<file path="src/dnsarp_pkg.sv">
// Shared types and constants of the DNS A-record reply parser.
// No dependencies; used by the top level and by its checker.
package dnsarp_pkg;

	localparam int MAX_REPLY  = 256;
	localparam int OFF_W      = $clog2(MAX_REPLY + 1);
	localparam int QE_W       = 9;
	localparam int CMP_W      = (OFF_W > QE_W) ? OFF_W : QE_W;
	localparam int HEADER_LEN = 12;
	localparam int CFG_IDX_W  = 1;
	localparam int CFG_DATA_W = 16;
	localparam int OUT_W      = 40;

	localparam logic [15:0]     RST_EXPECTED_ID  = 16'hBEEF;
	localparam logic [QE_W-1:0] RST_QUESTION_END = 9'd29;
	localparam logic [7:0]      PTR_MASK         = 8'hC0;
	localparam logic [15:0]     TYPE_A           = 16'd1;
	localparam logic [15:0]     LEN_A            = 16'd4;

	typedef enum logic [CFG_IDX_W-1:0] {
		CFG_EXPECTED_ID  = 1'b0,
		CFG_QUESTION_END = 1'b1
	} cfg_idx_t;

	typedef enum logic [2:0] {
		PH_HEADER,
		PH_GAP,
		PH_NAME,
		PH_PTR,
		PH_FIXED,
		PH_RDATA
	} phase_t;

	typedef enum logic [2:0] {
		ST_OK      = 3'd0,
		ST_SHORT   = 3'd1,
		ST_ID      = 3'd2,
		ST_NOTRESP = 3'd3,
		ST_NOANS   = 3'd4,
		ST_TRUNC   = 3'd5,
		ST_NOA     = 3'd6
	} status_t;

endpackage

</file>
<file path="src/dns_a_record_reply_parser.sv">
// The result appears on m_tvalid in the cycle after the request carrying the last byte.
// Throughput: one reply byte per cycle; each byte updates counters and compares only.
// The input stalls only while a finished result waits for m_tready.
// One result per reply, issued for the byte flagged by s_tlast.
// Reset (arst_n low, asynchronous): parse state cleared, no result pending,
// expected_id back to 0xBEEF and question_end back to 29.
module dns_a_record_reply_parser (
	input  logic                                clk,
	input  logic                                arst_n,
	// configuration write port
	input  logic                                cfg_we,
	input  logic [dnsarp_pkg::CFG_IDX_W-1:0]    cfg_index,
	input  logic [dnsarp_pkg::CFG_DATA_W-1:0]   cfg_data,
	// reply byte stream
	input  logic                                s_tvalid,
	output logic                                s_tready,
	input  logic [7:0]                          s_tdata,   // [7:0] data_byte
	input  logic                                s_tlast,   // last byte of the reply
	// result stream
	output logic                                m_tvalid,
	input  logic                                m_tready,
	output logic [dnsarp_pkg::OUT_W-1:0]        m_tdata    // [0] found, [3:1] status,
	                                                       // [35:4] address, [39:36] zero
);

	// Configuration registers.
	logic [15:0]                 expected_id_q;
	logic [dnsarp_pkg::QE_W-1:0] question_end_q;
	logic [dnsarp_pkg::QE_W-1:0] qe_eff;

	// Parse state.
	logic [dnsarp_pkg::OFF_W-1:0] off_q, off_d, off_inc;
	dnsarp_pkg::phase_t           phase_q, phase_d;
	logic [15:0]                  rid_q, rid_d;
	logic                         resp_q, resp_d;
	logic [15:0]                  ans_q, ans_d;
	logic [15:0]                  rec_q, rec_d, rec_inc;
	logic [15:0]                  skip_q, skip_d;
	logic [3:0]                   fidx_q, fidx_d, fidx_inc;
	logic [15:0]                  rtype_q, rtype_d;
	logic [15:0]                  rlen_q, rlen_d;
	logic [31:0]                  addr_q, addr_d;
	logic                         vset_q, vset_d;    // verdict reached
	dnsarp_pkg::status_t          vcode_q, vcode_d;

	// Result register.
	logic                         out_valid_q;
	logic                         out_found_q;
	dnsarp_pkg::status_t          out_status_q;
	logic [31:0]                  out_addr_q;

	logic                         in_acc;
	logic                         in_range;
	logic                         res_found;
	dnsarp_pkg::status_t          res_status;

	assign s_tready = !out_valid_q || m_tready;
	assign in_acc   = s_tvalid && s_tready;
	assign in_range = off_q < dnsarp_pkg::OFF_W'(dnsarp_pkg::MAX_REPLY);
	assign off_inc  = off_q + 1'b1;
	assign rec_inc  = rec_q + 1'b1;
	assign fidx_inc = fidx_q + 1'b1;

	// Question end below the header length acts as the header length.
	assign qe_eff = (question_end_q < dnsarp_pkg::QE_W'(dnsarp_pkg::HEADER_LEN))
		? dnsarp_pkg::QE_W'(dnsarp_pkg::HEADER_LEN) : question_end_q;

	assign m_tvalid = out_valid_q;
	assign m_tdata  = {4'b0000, out_addr_q, out_status_q, out_found_q};

	// Configuration writes: take the register by index, no read-back.
	always_ff @(posedge clk or negedge arst_n) begin
		if (!arst_n) begin
			expected_id_q  <= dnsarp_pkg::RST_EXPECTED_ID;
			question_end_q <= dnsarp_pkg::RST_QUESTION_END;
		end else if (cfg_we) begin
			unique case (cfg_index)
				dnsarp_pkg::CFG_EXPECTED_ID:  expected_id_q  <= cfg_data;
				dnsarp_pkg::CFG_QUESTION_END: question_end_q <= cfg_data[dnsarp_pkg::QE_W-1:0];
				default: ;
			endcase
		end
	end

	// Per-byte parse step and end-of-reply verdict.
	always_comb begin
		off_d   = off_q;
		phase_d = phase_q;
		rid_d   = rid_q;
		resp_d  = resp_q;
		ans_d   = ans_q;
		rec_d   = rec_q;
		skip_d  = skip_q;
		fidx_d  = fidx_q;
		rtype_d = rtype_q;
		rlen_d  = rlen_q;
		addr_d  = addr_q;
		vset_d  = vset_q;
		vcode_d = vcode_q;

		// Bytes past the maximum reply length are not parsed and not counted.
		if (in_acc && in_range) begin
			off_d = off_inc;
			if (!vset_q) begin
				unique case (phase_q)
					dnsarp_pkg::PH_HEADER, dnsarp_pkg::PH_GAP: begin
						if (off_q == dnsarp_pkg::OFF_W'(0)) begin
							rid_d = {s_tdata, 8'h00};
						end else if (off_q == dnsarp_pkg::OFF_W'(1)) begin
							rid_d = {rid_q[15:8], s_tdata};
						end else if (off_q == dnsarp_pkg::OFF_W'(2)) begin
							resp_d = s_tdata[7];
						end else if (off_q == dnsarp_pkg::OFF_W'(6)) begin
							ans_d = {s_tdata, 8'h00};
						end else if (off_q == dnsarp_pkg::OFF_W'(7)) begin
							ans_d = {ans_q[15:8], s_tdata};
							// Header checks in priority order: id, QR bit, answer count.
							if (rid_q != expected_id_q) begin
								vset_d  = 1'b1;
								vcode_d = dnsarp_pkg::ST_ID;
							end else if (!resp_q) begin
								vset_d  = 1'b1;
								vcode_d = dnsarp_pkg::ST_NOTRESP;
							end else if ({ans_q[15:8], s_tdata} == 16'd0) begin
								vset_d  = 1'b1;
								vcode_d = dnsarp_pkg::ST_NOANS;
							end
						end
						// Past the header, wait for the start of the answer section.
						if (off_inc >= dnsarp_pkg::OFF_W'(dnsarp_pkg::HEADER_LEN)) begin
							if (dnsarp_pkg::CMP_W'(off_inc) == dnsarp_pkg::CMP_W'(qe_eff)) begin
								phase_d = dnsarp_pkg::PH_NAME;
								fidx_d  = 4'd0;
								skip_d  = 16'd0;
							end else begin
								phase_d = dnsarp_pkg::PH_GAP;
							end
						end
					end
					dnsarp_pkg::PH_NAME: begin
						if (fidx_q == 4'd0) begin
							// Only the first byte of a name can mark a pointer.
							if ((s_tdata & dnsarp_pkg::PTR_MASK) == dnsarp_pkg::PTR_MASK) begin
								phase_d = dnsarp_pkg::PH_PTR;
							end else if (s_tdata == 8'h00) begin
								phase_d = dnsarp_pkg::PH_FIXED;
								fidx_d  = 4'd0;
							end else begin
								fidx_d = 4'd1;
								skip_d = {8'h00, s_tdata};
							end
						end else if (skip_q != 16'd0) begin
							skip_d = skip_q - 1'b1;
						end else if (s_tdata == 8'h00) begin
							phase_d = dnsarp_pkg::PH_FIXED;
							fidx_d  = 4'd0;
						end else begin
							skip_d = {8'h00, s_tdata};
						end
					end
					dnsarp_pkg::PH_PTR: begin
						phase_d = dnsarp_pkg::PH_FIXED;
						fidx_d  = 4'd0;
					end
					dnsarp_pkg::PH_FIXED: begin
						if (fidx_q == 4'd0) begin
							rtype_d = {s_tdata, 8'h00};
						end else if (fidx_q == 4'd1) begin
							rtype_d = {rtype_q[15:8], s_tdata};
						end else if (fidx_q == 4'd8) begin
							rlen_d = {s_tdata, 8'h00};
						end else if (fidx_q == 4'd9) begin
							rlen_d = {rlen_q[15:8], s_tdata};
						end
						fidx_d = fidx_inc;
						// Tenth fixed byte: rdlength is complete.
						if (fidx_q == 4'd9) begin
							fidx_d = 4'd0;
							addr_d = 32'd0;
							skip_d = rlen_d;
							if (rlen_d == 16'd0) begin
								rec_d = rec_inc;
								if (rec_inc == ans_q) begin
									vset_d  = 1'b1;
									vcode_d = dnsarp_pkg::ST_NOA;
								end else begin
									phase_d = dnsarp_pkg::PH_NAME;
									skip_d  = 16'd0;
								end
							end else begin
								phase_d = dnsarp_pkg::PH_RDATA;
							end
						end
					end
					dnsarp_pkg::PH_RDATA: begin
						if (rtype_q == dnsarp_pkg::TYPE_A && rlen_q == dnsarp_pkg::LEN_A) begin
							// Shift in the address, first byte most significant.
							addr_d = {addr_q[23:0], s_tdata};
							fidx_d = fidx_inc;
							if (fidx_inc >= 4'd4) begin
								vset_d  = 1'b1;
								vcode_d = dnsarp_pkg::ST_OK;
							end
						end else begin
							if (skip_q != 16'd0) begin
								skip_d = skip_q - 1'b1;
							end
							if (skip_d == 16'd0) begin
								rec_d = rec_inc;
								if (rec_inc == ans_q) begin
									vset_d  = 1'b1;
									vcode_d = dnsarp_pkg::ST_NOA;
								end else begin
									phase_d = dnsarp_pkg::PH_NAME;
									fidx_d  = 4'd0;
									skip_d  = 16'd0;
								end
							end
						end
					end
					default: ;
				endcase
			end
		end

		// Verdict for the reply: short beats everything, no verdict means cut short.
		if (off_d < dnsarp_pkg::OFF_W'(dnsarp_pkg::HEADER_LEN)) begin
			res_status = dnsarp_pkg::ST_SHORT;
		end else if (!vset_d) begin
			res_status = dnsarp_pkg::ST_TRUNC;
		end else begin
			res_status = vcode_d;
		end
		res_found = (res_status == dnsarp_pkg::ST_OK);

		// Last byte: drop the parse state so the next byte starts a new reply.
		if (in_acc && s_tlast) begin
			off_d   = '0;
			phase_d = dnsarp_pkg::PH_HEADER;
			rid_d   = 16'd0;
			resp_d  = 1'b0;
			ans_d   = 16'd0;
			rec_d   = 16'd0;
			skip_d  = 16'd0;
			fidx_d  = 4'd0;
			rtype_d = 16'd0;
			rlen_d  = 16'd0;
			vset_d  = 1'b0;
			vcode_d = dnsarp_pkg::ST_OK;
		end
	end

	// Parse state registers.
	always_ff @(posedge clk or negedge arst_n) begin
		if (!arst_n) begin
			off_q   <= '0;
			phase_q <= dnsarp_pkg::PH_HEADER;
			rid_q   <= 16'd0;
			resp_q  <= 1'b0;
			ans_q   <= 16'd0;
			rec_q   <= 16'd0;
			skip_q  <= 16'd0;
			fidx_q  <= 4'd0;
			rtype_q <= 16'd0;
			rlen_q  <= 16'd0;
			addr_q  <= 32'd0;
			vset_q  <= 1'b0;
			vcode_q <= dnsarp_pkg::ST_OK;
		end else begin
			off_q   <= off_d;
			phase_q <= phase_d;
			rid_q   <= rid_d;
			resp_q  <= resp_d;
			ans_q   <= ans_d;
			rec_q   <= rec_d;
			skip_q  <= skip_d;
			fidx_q  <= fidx_d;
			rtype_q <= rtype_d;
			rlen_q  <= rlen_d;
			addr_q  <= (in_acc && s_tlast) ? 32'd0 : addr_d;
			vset_q  <= vset_d;
			vcode_q <= vcode_d;
		end
	end

	// Result valid: set by the last byte, cleared when the result is taken.
	always_ff @(posedge clk or negedge arst_n) begin
		if (!arst_n) begin
			out_valid_q <= 1'b0;
		end else if (in_acc && s_tlast) begin
			out_valid_q <= 1'b1;
		end else if (m_tready) begin
			out_valid_q <= 1'b0;
		end
	end

	// Result payload: load with the last byte, hold otherwise.
	always_ff @(posedge clk) begin
		if (in_acc && s_tlast) begin
			out_found_q  <= res_found;
			out_status_q <= res_status;
			out_addr_q   <= res_found ? addr_d : 32'd0;
		end
	end

endmodule

</file>
<file path="config.mk">
export PLATFORM = sky130hd
export DESIGN_NAME = dns_a_record_reply_parser
export DESIGN_NICKNAME = d
export VERILOG_FILES = /design/src/dnsarp_pkg.sv /design/src/dns_a_record_reply_parser.sv
export SDC_FILE = /design/constraint.sdc
export NUM_CORES = 1
export LEC_CHECK = 0
export ABC_AREA = 1
export BUFFER_PORTS_ARGS = -buffer_cell sky130_fd_sc_hd__buf_2
export CORE_MARGIN = 10
export CORE_UTILIZATION = 50
export CTS_BUF_LIST = sky130_fd_sc_hd__clkbuf_2
export DETAILED_ROUTE_END_ITERATION = 16
export PLACE_DENSITY = 0.68
export REMOVE_ABC_BUFFERS = 1
export SYNTH_ARGS = -nofsm -noshare
export SYNTH_HDL_FRONTEND = slang
export SYNTH_SLANG_ARGS = --single-unit
</file>
<file path="constraint.sdc">
create_clock -name clk -period 4.9 [get_ports clk]
set_input_delay 0.735 -clock clk [delete_from_list [all_inputs] [get_ports clk]]
set_output_delay 0.735 -clock clk [all_outputs]
set_load 0.01 [all_outputs]
</file>
==> impl_results.md, run 1 <==
* First-pass GRT wire length at between 50,000 and 60,000 um
* Slew headroom at 32.3%
* Fin. Hold Viols at 0
* Ys Warns at 0
* Clock transition at the registers of the reported paths at roughly 0.11 ns
* Clk pwr share at 26.2%
* Arrival time worst endpoint at 4.74 ns
* Synthesized area per cell at 8.27 um^2
* ANT nets after route at 0
* Initial DRC Count at 968
* Starting Density at 50.8%
* Final instance area at 13,100 um^2
* Post-layout util at 55.6%
* Post-synth cell types at 53
* I/O Buffers at between 60 and 70
* Max_cap viols at 0
* Setup TNS Final at 0 ns
* Crit path capture type: flop
* Layout Skew at roughly 0.051 ns
* CTS tree: built
* FP Rows at 56
* Clock Latency Late Sink at slightly below 0.9 ns
* DRC at 0
* Startpoint Class: flop
* Fin crit period at 3.93 ns
* Clk buf depth at 3
* Fin. max-slew vios at 0
* Leading area contributor after synthesis: dfrtp_1
* P_sw at 1.85 mW
* Area after DPL at roughly 13,000 um^2
* Logic gate share of total power at roughly 29%
* Seq/Total Area, Yosys at 46.0%
* Synth area leaders: dfrtp_1 (33%), edfxtp_1 (9.1%), nand2_1 (9.1%)
* Top cell type's share of synthesized area at between 30% and 40%
* CTS buffer count at 55
* Core region area at around 23,000 um^2
* Leak Pwr at between 6 and 7 nW
* HPWL after DPL at 22,700 um
* All-Layer GR Usage at between 20% and 30%
* Period utilization at 80.3%
* Drt pass-1 iters at 5
* Finished Layout Cells at 1,906
* Fmax at between 200 and 300 MHz
* Grt total ovfl at 0
* Drt total wl at 32,400 um
* Setup CP Type: flop to flop
* Die outline width at 174 um
* Syn Std Cell Area at 11,900 um^2
* Post-synth top cells: nand2_1 (288), inv_1 (198), dfrtp_1 (158)
* Vias at 10,400
* Power Density at between 300 and 400 nW/um^2
* Die H at 174 um
* Dominant synthesized flop cell: dfrtp_1
* Setup Viol. Count Final at 0
* Internal power at 2.90 mW
* Worst Tran Pin Value at 1.02 ns
* HP Class: input pin to flop
* Synth Instances at 1,441
* Cells after DPL at ~1,800
* Number of synthesized flops with an enable pin at 36
* Worst r2r src: phase_q[2]
* Number of global-route vias before repair at about 10,000
* Drt wl/cell at 17.0 um
* Total clock sinks at approximately 210
* Initial antenna violation count at 1
* FF+latch count, synth at 211
* Max FO, Critical Path at 29
* Sw Ratio at 38.9%
* Largest net degree at the start of global routing at just over 90
* Worst endpoint required time at 5.71 ns
* Die ar. at between 30,000 and 40,000 um^2
* Fraction of registers with async set/reset at 82.9%
* Maximum vdd drop at 0.181 mV
* Hold Crit Start: cfg_data[13]
* # IOs at 73
* H-Tree Depth at 2
* Nets at 1,582
* Crit. Startpoint: phase_q[2]
* Gpl congestion at approximately 0.94
* Seq pwr share at a little under half
* Run status: completed
* Average vias per placed instance at around 5.5
* RSZ-0062 raised after global routing: no
* Most frequent cell after synthesis: nand2_1
* Setup bufs post-CTS at 0
* Area Overhead vs Synth at 9.50%
* Root Buffer: clkbuf_2
* Fraction of layout instances using a drive strength above 1 at ~19%
## metrics by stage
step	power, mW	hold slack, ns	worst slack, ns
detailed placement	3.51	0.467	0.895
global placement	3.48	0.464	1.03
floorplan	3.10	0.439	-2.51
CTS	4.76	0.0577	1.07
global route	5.07	0.0799	0.714
finish	4.75	0.0997	0.966
## kinds of logic after synthesis
logic type,Yosys count,synth area share [%]
flops,211,46.0
buf+inv,256,8.96
xor+xnor,35,2.57
mux,7,0.661
other cells,1,0.0315
fa+ha+maj,12,1.26
simple gates,653,26.9
compound gates,266,13.6
## power groups by stage
stage	combinational [mW]	sequential, mW	clock, mW
2_1_floorplan	0.962	2.13	0
3_3_place_gp	1.32	2.16	0
3_5_place_dp	1.34	2.17	0
4_1_cts	1.34	2.14	1.28
5_1_grt	1.54	2.16	1.36
6_report	1.36	2.14	1.24
## sequential cells by signal, indices dropped and copies added (netlist names), 3 cells and up
register        count
out_addr_q         32
out_status_q        3
rtype_q            16
fidx_q              4
skip_q             16
rid_q              16
rec_q              16
ans_q              16
addr_q             32
expected_id_q      16
phase_q             3
vcode_q             3
off_q               9
rlen_q             16
question_end_q      9
## critical path: stages, from the launching register on
cell and delay, ns:
dfrtp_1 0.41, inv_1 0.08, nor2_1 0.21, inv_1 0.10, nor2_1 0.34, clkinv_1 0.59, nor2_1 0.41, nand2_1 0.20
inv_1 0.74, a22oi_1 0.35, or2_2 0.37, inv_1 0.05
## timing repair
item,CTS,global route
endpoints found under the hold margin,80,0
resized for setup,0,0
hold buffers,1,0
## placed cells by master (no fill, tap or decap), types with 12 or more instances in the layout
master,count
ha_1,12
or2_2,22
dfstp_2,17
clkinv_1,19
nor2_1,106
xnor2_1,20
edfxtp_1,36
nand4_1,26
a22oi_1,29
clkbuf_2,87
nand2_1,288
o21ai_0,93
buf_2,67
xor2_1,15
a21oi_1,34
dfrtp_1,158
nor2_4,40
nand3_1,114
buf_4,17
inv_1,198
o22ai_1,52
## path summary, 6_finish.rpt
check	end	slack (ns)	cells past startpoint
worst max-delay path	addr_q[13]	0.97	11
min in group asynchronous	off_q[7]	0.51	2
max in group asynchronous	rtype_q[2]	3.24	3
worst max register to register	addr_q[13]	0.97	11
worst min register to register	rtype_q[14]	0.49	2
worst min-delay path	expected_id_q[13]	0.1	2
## area by class of cell
type	count	area [um^2]
Antenna cell	1	2.50
Clock buffer	87	435
Clock inverter	17	80.1
Fill cell	2211	10400
Inverter	208	781
Multi-Input combinational cell	977	5390
Sequential cell	211	5480
Tap cell	319	399
Timing Repair Buffer	86	484
## per-layer routing
metal	up-vias	part of all wire (%)	wire [um]	track usage, %
met4	0	2.9	926	7.98
met2	386	47	15400	34.7
met3	82	7.7	2510	4.25
met1	4890	42	13600	26.6
met5	-	0	0	0
li1	5036	-	-	-
No activity file was read; power rests on OpenSTA's default activity.
==> run 2, diff against run 1 <==
- PLACE_DENSITY: 0.68 -> 0.7
- clock period: 4.9 -> 3.2 ns (I/O delays scaled with it)
==> impl_results.md, run 2 (synthesis gave the netlist of run 1 again) <==
* Clock Latency Late Sink at 0.88 ns
* Drt wl/cell at 17.1 um
* CP most frequent cell: nand2_2
* Arrival time worst endpoint at 3.89 ns
* Period utilization at 98.6%
* Core region area at 23,500 um^2
* Commonest non-fill, non-tap cell in the layout: nand2_1
* I/O Buffers at 68
* Initial DRC Count at 984
* Die outline width at 174 um
* Setup CP Type: flop to flop
* Gpl congestion at approximately 0.94
* Average vias per placed instance at 5.43
* Largest net degree at the start of global routing at 77
* Layout fillers at 2,078
* Post-layout util at 60.0%
* DRC at 0
* Total clock sinks at about 210
* Die ar. at 30,400 um^2
* CTS buffer count at 56
* First-pass GRT wire length at between 50,000 and 60,000 um
* Slew headroom at 42.8%
* Nets at about 1,700
* Clock transition at the registers of the reported paths at 0.10 ns
* HPWL after DPL at 23,900 um
* Starting Density at between 50% and 60%
* CP Cell Sequence: inv_2 > ha_2 > nand3_4 > buf_4 > o211ai_1 > nand4_1 > nand3b_1 > nor2_2 > nand3_2 > nand2_1 > inv_1 > nand2_2 > nand2_2 > nand2_2 > nand2_2 > nor2_4 > nand3_4 > clkbuf_16 > nor2_4
* Layout Skew at 0.0588 ns
* Initial antenna violation count at 1
* Startpoint Class: flop
* FP Rows at 56
* Fin crit period at 3.16 ns
* Setup Viol. Count Final at 0
* Clk buf depth at 3
* Fin. max-slew vios at 0
* Setup TNS Final at 0 ns
* Fin. Hold Viols at 0
* Worst endpoint required time at 3.94 ns
* Run status: completed
* Slowest cell on the critical path: dfrtp_1
* Grt total ovfl at 0
* All-Layer GR Usage at 21.6%
* Max FO, Critical Path at 6
* Power Density at ~530 nW/um^2
* Root Buffer: clkbuf_2
* # IOs at 73
* HP Class: input pin to flop
* Worst Tran Pin Value at 0.855 ns
* Number of global-route vias before repair at 10,500
* Fmax at between 300 and 400 MHz
* Crit path largest cell delay at between 0.4 and 0.5 ns
* Die H at around 170 um
* Power Total at 7.50 mW
* RSZ-0062 raised after global routing: yes
* Fraction of layout instances using a drive strength above 1 at ~24%
* Leak Pwr at 6.63 nW
* Drt total wl at about 34,000 um
* Crit path capture type: flop
* Vias at roughly 11,000
* Hold slack final at 0.0931 ns
* Drt pass-1 iters at 5
* Area Overhead vs Synth at 18.2%
* ANT nets after route at 0
* Max_cap viols at 0
* H-Tree Depth at 2
* CTS tree: built
* Most frequent cells in the layout: nand2_1 (283), inv_1 (194), dfrtp_1 (154)
* Largest registers: addr_q (32), out_addr_q (32)
* Maximum vdd drop at 0.320 mV
## run 2: cell count changes in the layout (fill, tap and decap cells not counted), sizes merged
cell / previous run / this run
inv: 201 / 203
buf: 85 / 150
dlygate4sd3: 1 / 22
nand3: 121 / 124
clkbuf: 87 / 88
bufinv: 0 / 1
clkinvlp: 1 / 0
## run 2: metal layers
metal | GRT usage (%) | up-vias | wire length (um)
li1 | - | 5234 | -
met1 | 27.2 | 5119 | 14000
met2 | 36.7 | 410 | 16600
met3 | 4.27 | 82 | 2520
met4 | 6.80 | 0 | 1060
met5 | 0 | - | 0
## run 2: area by class of cell
cell class                      count  area [um^2]  area share [%]
Timing Repair Buffer              174         1310            9.28
Clock inverter                     19          100           0.710
Antenna cell                        1         2.50          0.0178
Tap cell                          319          399            2.83
Inverter                          208          781            5.54
Sequential cell                   211         5490            38.9
Multi-Input combinational cell    980         5590            39.6
Clock buffer                       86          430            3.05
## run 2: critical path: cells and delay by family, from the launching register on
kind | cells | cell delay, ns
compound gates | 1 | 0.22
fa+ha+maj | 1 | 0.20
buf+inv | 4 | 0.58
flops | 1 | 0.43
simple gates | 13 | 1.61
## run 2: per-stage QoR
| step | setup slack (ns) | cells | cell area [um^2] |
|---|---|---|---|
| floorplan | -3.95 | 1396 | 11600 |
| global placement | 0.134 | 1848 | 12900 |
| detailed placement | 0.00919 | 1848 | 12900 |
| CTS | 0.00976 | 1975 | 13700 |
| global route | -0.127 | 1998 | 14100 |
| finish | 0.0444 | 1998 | 14100 |
## run 2: power breakdown
part / leakage (nW) / total [mW] / switching [mW] / internal [mW]
Sequential: 2.65 / 3.28 / 0.255 / 3.02
Clock: 0.410 / 1.96 / 1.16 / 0.799
Combinational: 3.58 / 2.27 / 1.45 / 0.820
Total: 6.63 / 7.50 / 2.86 / 4.64
## run 2: repair_timing
item                                    4_1_cts  5_1_grt
endpoints found under the setup margin        0       55
hold endpoints to repair                    103        0
hold buffers                                 22        0
setup buffers                                 0       17
resized for setup                             0       52
## run 2: worst paths after layout
kind	cells past startpoint	start	to	slack, ns
max	19	fidx_q[1]	out_addr_q[31]	0.04
min	4	s_tdata[1]	rid_q[9]	0.09
max reg2reg	19	fidx_q[1]	out_addr_q[31]	0.04
min reg2reg	2	rtype_q[9]	rtype_q[9]	0.49
max in group asynchronous	3	arst_n	expected_id_q[3]	2.19
min in group asynchronous	2	arst_n	expected_id_q[8]	0.21
==> run 3, diff against run 2 <==
- CELL_PAD_IN_SITES_DETAIL_PLACEMENT: not set -> 2
- CELL_PAD_IN_SITES_GLOBAL_PLACEMENT: not set -> 2
- CORE_UTILIZATION: 50 -> 35
- PLACE_DENSITY: 0.7 -> not set
- PLACE_DENSITY_LB_ADDON: not set -> 0.1
==> impl_results.md, run 3 (synthesis gave the netlist of run 1 again) <==
* Clk buf depth at 3
* Fin. Hold Viols at 0
* Die outline width at around 200 um
* Initial antenna violation count at 2
* Finished Layout Cells at 2,160
* Worst endpoint required time at 4.08 ns
* ANT nets after route at 0
* Period utilization at roughly 97%
* Fin. max-slew vios at 0
* Number of global-route vias before repair at 12,300
* Clock Latency Late Sink at ~1.0 ns
* # IOs at 73
* CTS buffer count at 61
* Gpl congestion at 0.866
* Vias at 11,200
* Drt pass-1 iters at 6
* Die ar. at 41,800 um^2
* Post-layout util at 43.5%
* Internal power at 4.83 mW
* Flop2flop setup slack at 0.11 ns
* Run status: completed
* HPWL after DPL at between 30,000 and 40,000 um
* Root Buffer: clkbuf_2
* Startpoint Class: flop
* Maximum vdd drop at 0.208 mV
* HP Class: input pin to flop
* Starting Density at 35.5%
* FP Rows at 67
* All-Layer GR Usage at 21.8%
* Area Overhead vs Synth at 22.3%
* I/O Buffers at 68
* Largest registers: addr_q (32), out_addr_q (32)
* First-pass GRT wire length at 71,400 um
* Register cell area after layout at 5490 um^2
* Worst Tran Pin Value at roughly 0.85 ns
* Arrival time worst endpoint at between 3 and 4 ns
* Max FO, Critical Path at 19
* Total clock sinks at 211
* Area of the multi-input gates at approximately 5700 um^2
* RSZ-0062 raised after global routing: yes
* Slowest cell on the critical path: dfrtp_1
* CP Cell Sequence: inv_2 > ha_2 > nand2_2 > nor2_4 > nand2_8 > nand3_2 > nand2_1 > nor2_2 > nand3_2 > nor2_4 > nand2_2 > nand2_2 > nand3_2 > nand2_2 > nand2_2 > nand2_2 > nand2_4 > nor2_4 > nand3_4 > clkbuf_16 > nor2_4
* Fraction of layout instances using a drive strength above 1 at between 20% and 30%
* Crit path capture type: flop
* Commonest non-fill, non-tap cell in the layout: nand2_1
* Drt wl/cell at approximately 21 um
* Dpl ws at -0.0367 ns
* Leak Pwr at between 6 and 7 nW
* Most frequent cells in the layout: nand2_1 (274), inv_1 (195), dfrtp_1 (148)
* Power Density at 557 nW/um^2
* Drt total wl at 46,100 um
* Layout fillers at around 3,800
* Final worst slack at approximately 0.11 ns
* CTS tree: built
* Average vias per placed instance at 5.19
* DRC at 0
* Seq pwr share at 40.9%
* Largest net degree at the start of global routing at ~110
* Crit path largest cell delay at ~0.42 ns
* Die H at 205 um
* Core region area at 33,500 um^2
* Setup Viol. Count Final at 0
* Fmax at 324 MHz
* Clock transition at the registers of the reported paths at 0.10 ns
* Setup CP Type: flop to flop
* CP most frequent cell: nand2_2
* Initial DRC Count at a little over 500
* Layout Skew at 0.0526 ns
* Max_cap viols at 0
* Grt total ovfl at 0
* Logic gate share of total power at 32.4%
* Setup TNS Final at 0 ns
* Sw Ratio at 40.5%
* Fin crit period at about 3.1 ns
* Cells after DPL at 1,992
* Clk pwr share at 26.7%
* H-Tree Depth at 2
* Slew headroom at 42.9%
* Nets at around 1,700
* P_sw at 3.29 mW
run 3: cell types whose count changed in the layout (fill, tap and decap cells not counted), sizes merged:
| cell | before | now |
|---|---|---|
| buf | 150 | 163 |
| bufinv | 1 | 0 |
| clkbuf | 88 | 105 |
| clkinv | 23 | 18 |
| diode | 1 | 3 |
| dlygate4sd3 | 22 | 30 |
| inv | 203 | 202 |
run 3: timing repair:
action                                 in CTS  in global routing
endpoints found under the hold margin     243                  0
setup endpoints to repair                   8                 60
pin swaps                                   0                 29
buffers inserted                            0                 16
gates resized for setup                     3                 84
hold buffers                               30                  0
gates cloned                                0                  4
run 3: worst max-delay path: cells and delay by family (launching register included):
family	cells	cell delay [ns]
AND/OR/NAND/NOR	18	1.93
flip-flops	1	0.42
buffers and inverters	2	0.37
adder cells (fa/ha/maj)	1	0.21
run 3: per-stage QoR:
| stage | total power [mW] | hold slack [ns] | area, um^2 |
|---|---|---|---|
| global route | 8.73 | 0.110 | 14600 |
| detailed placement | 5.62 | 0.293 | 13200 |
| finish | 8.12 | 0.128 | 14600 |
| global placement | 5.53 | 0.293 | 13200 |
| floorplan | 4.74 | 0.184 | 11600 |
| CTS | 7.87 | 0.000221 | 14100 |
run 3: routing by layer:
layer	share of wire, %	vias to the layer above	track usage, %
li1	-	5274	-
met1	43	5668	26.7
met2	50	197	37.6
met3	3.8	74	3.76
met4	2.7	0	7.96
met5	0	-	0
run 3: power by group through the flow:
stage	registers, mW	logic [mW]	clock network, mW
6_report	3.32	2.63	2.17
5_1_grt	3.36	2.94	2.43
4_1_cts	3.30	2.32	2.25
3_5_place_dp	3.35	2.27	0
3_3_place_gp	3.34	2.19	0
2_1_floorplan	3.27	1.47	0
run 3: area by class of cell:
type / instances / area share [%]
Inverter: 208 / 5.35
Antenna cell: 3 / 0.0515
Timing Repair Buffer: 195 / 10.1
Sequential cell: 211 / 37.7
Clock buffer: 103 / 3.54
Multi-Input combinational cell: 980 / 39.1
Clock inverter: 12 / 0.378
Tap cell: 448 / 3.84
run 3: final timing paths:
path                                  start                 to  cells past startpoint
worst max-delay path              skip_q[0]      out_addr_q[4]                     21
worst min-delay path              cfg_index  question_end_q[0]                      4
worst max register to register    skip_q[0]      out_addr_q[4]                     21
worst min register to register  rtype_q[15]        rtype_q[15]                      2
max in group asynchronous            arst_n           rec_q[0]                      4
min in group asynchronous            arst_n  question_end_q[1]                      3
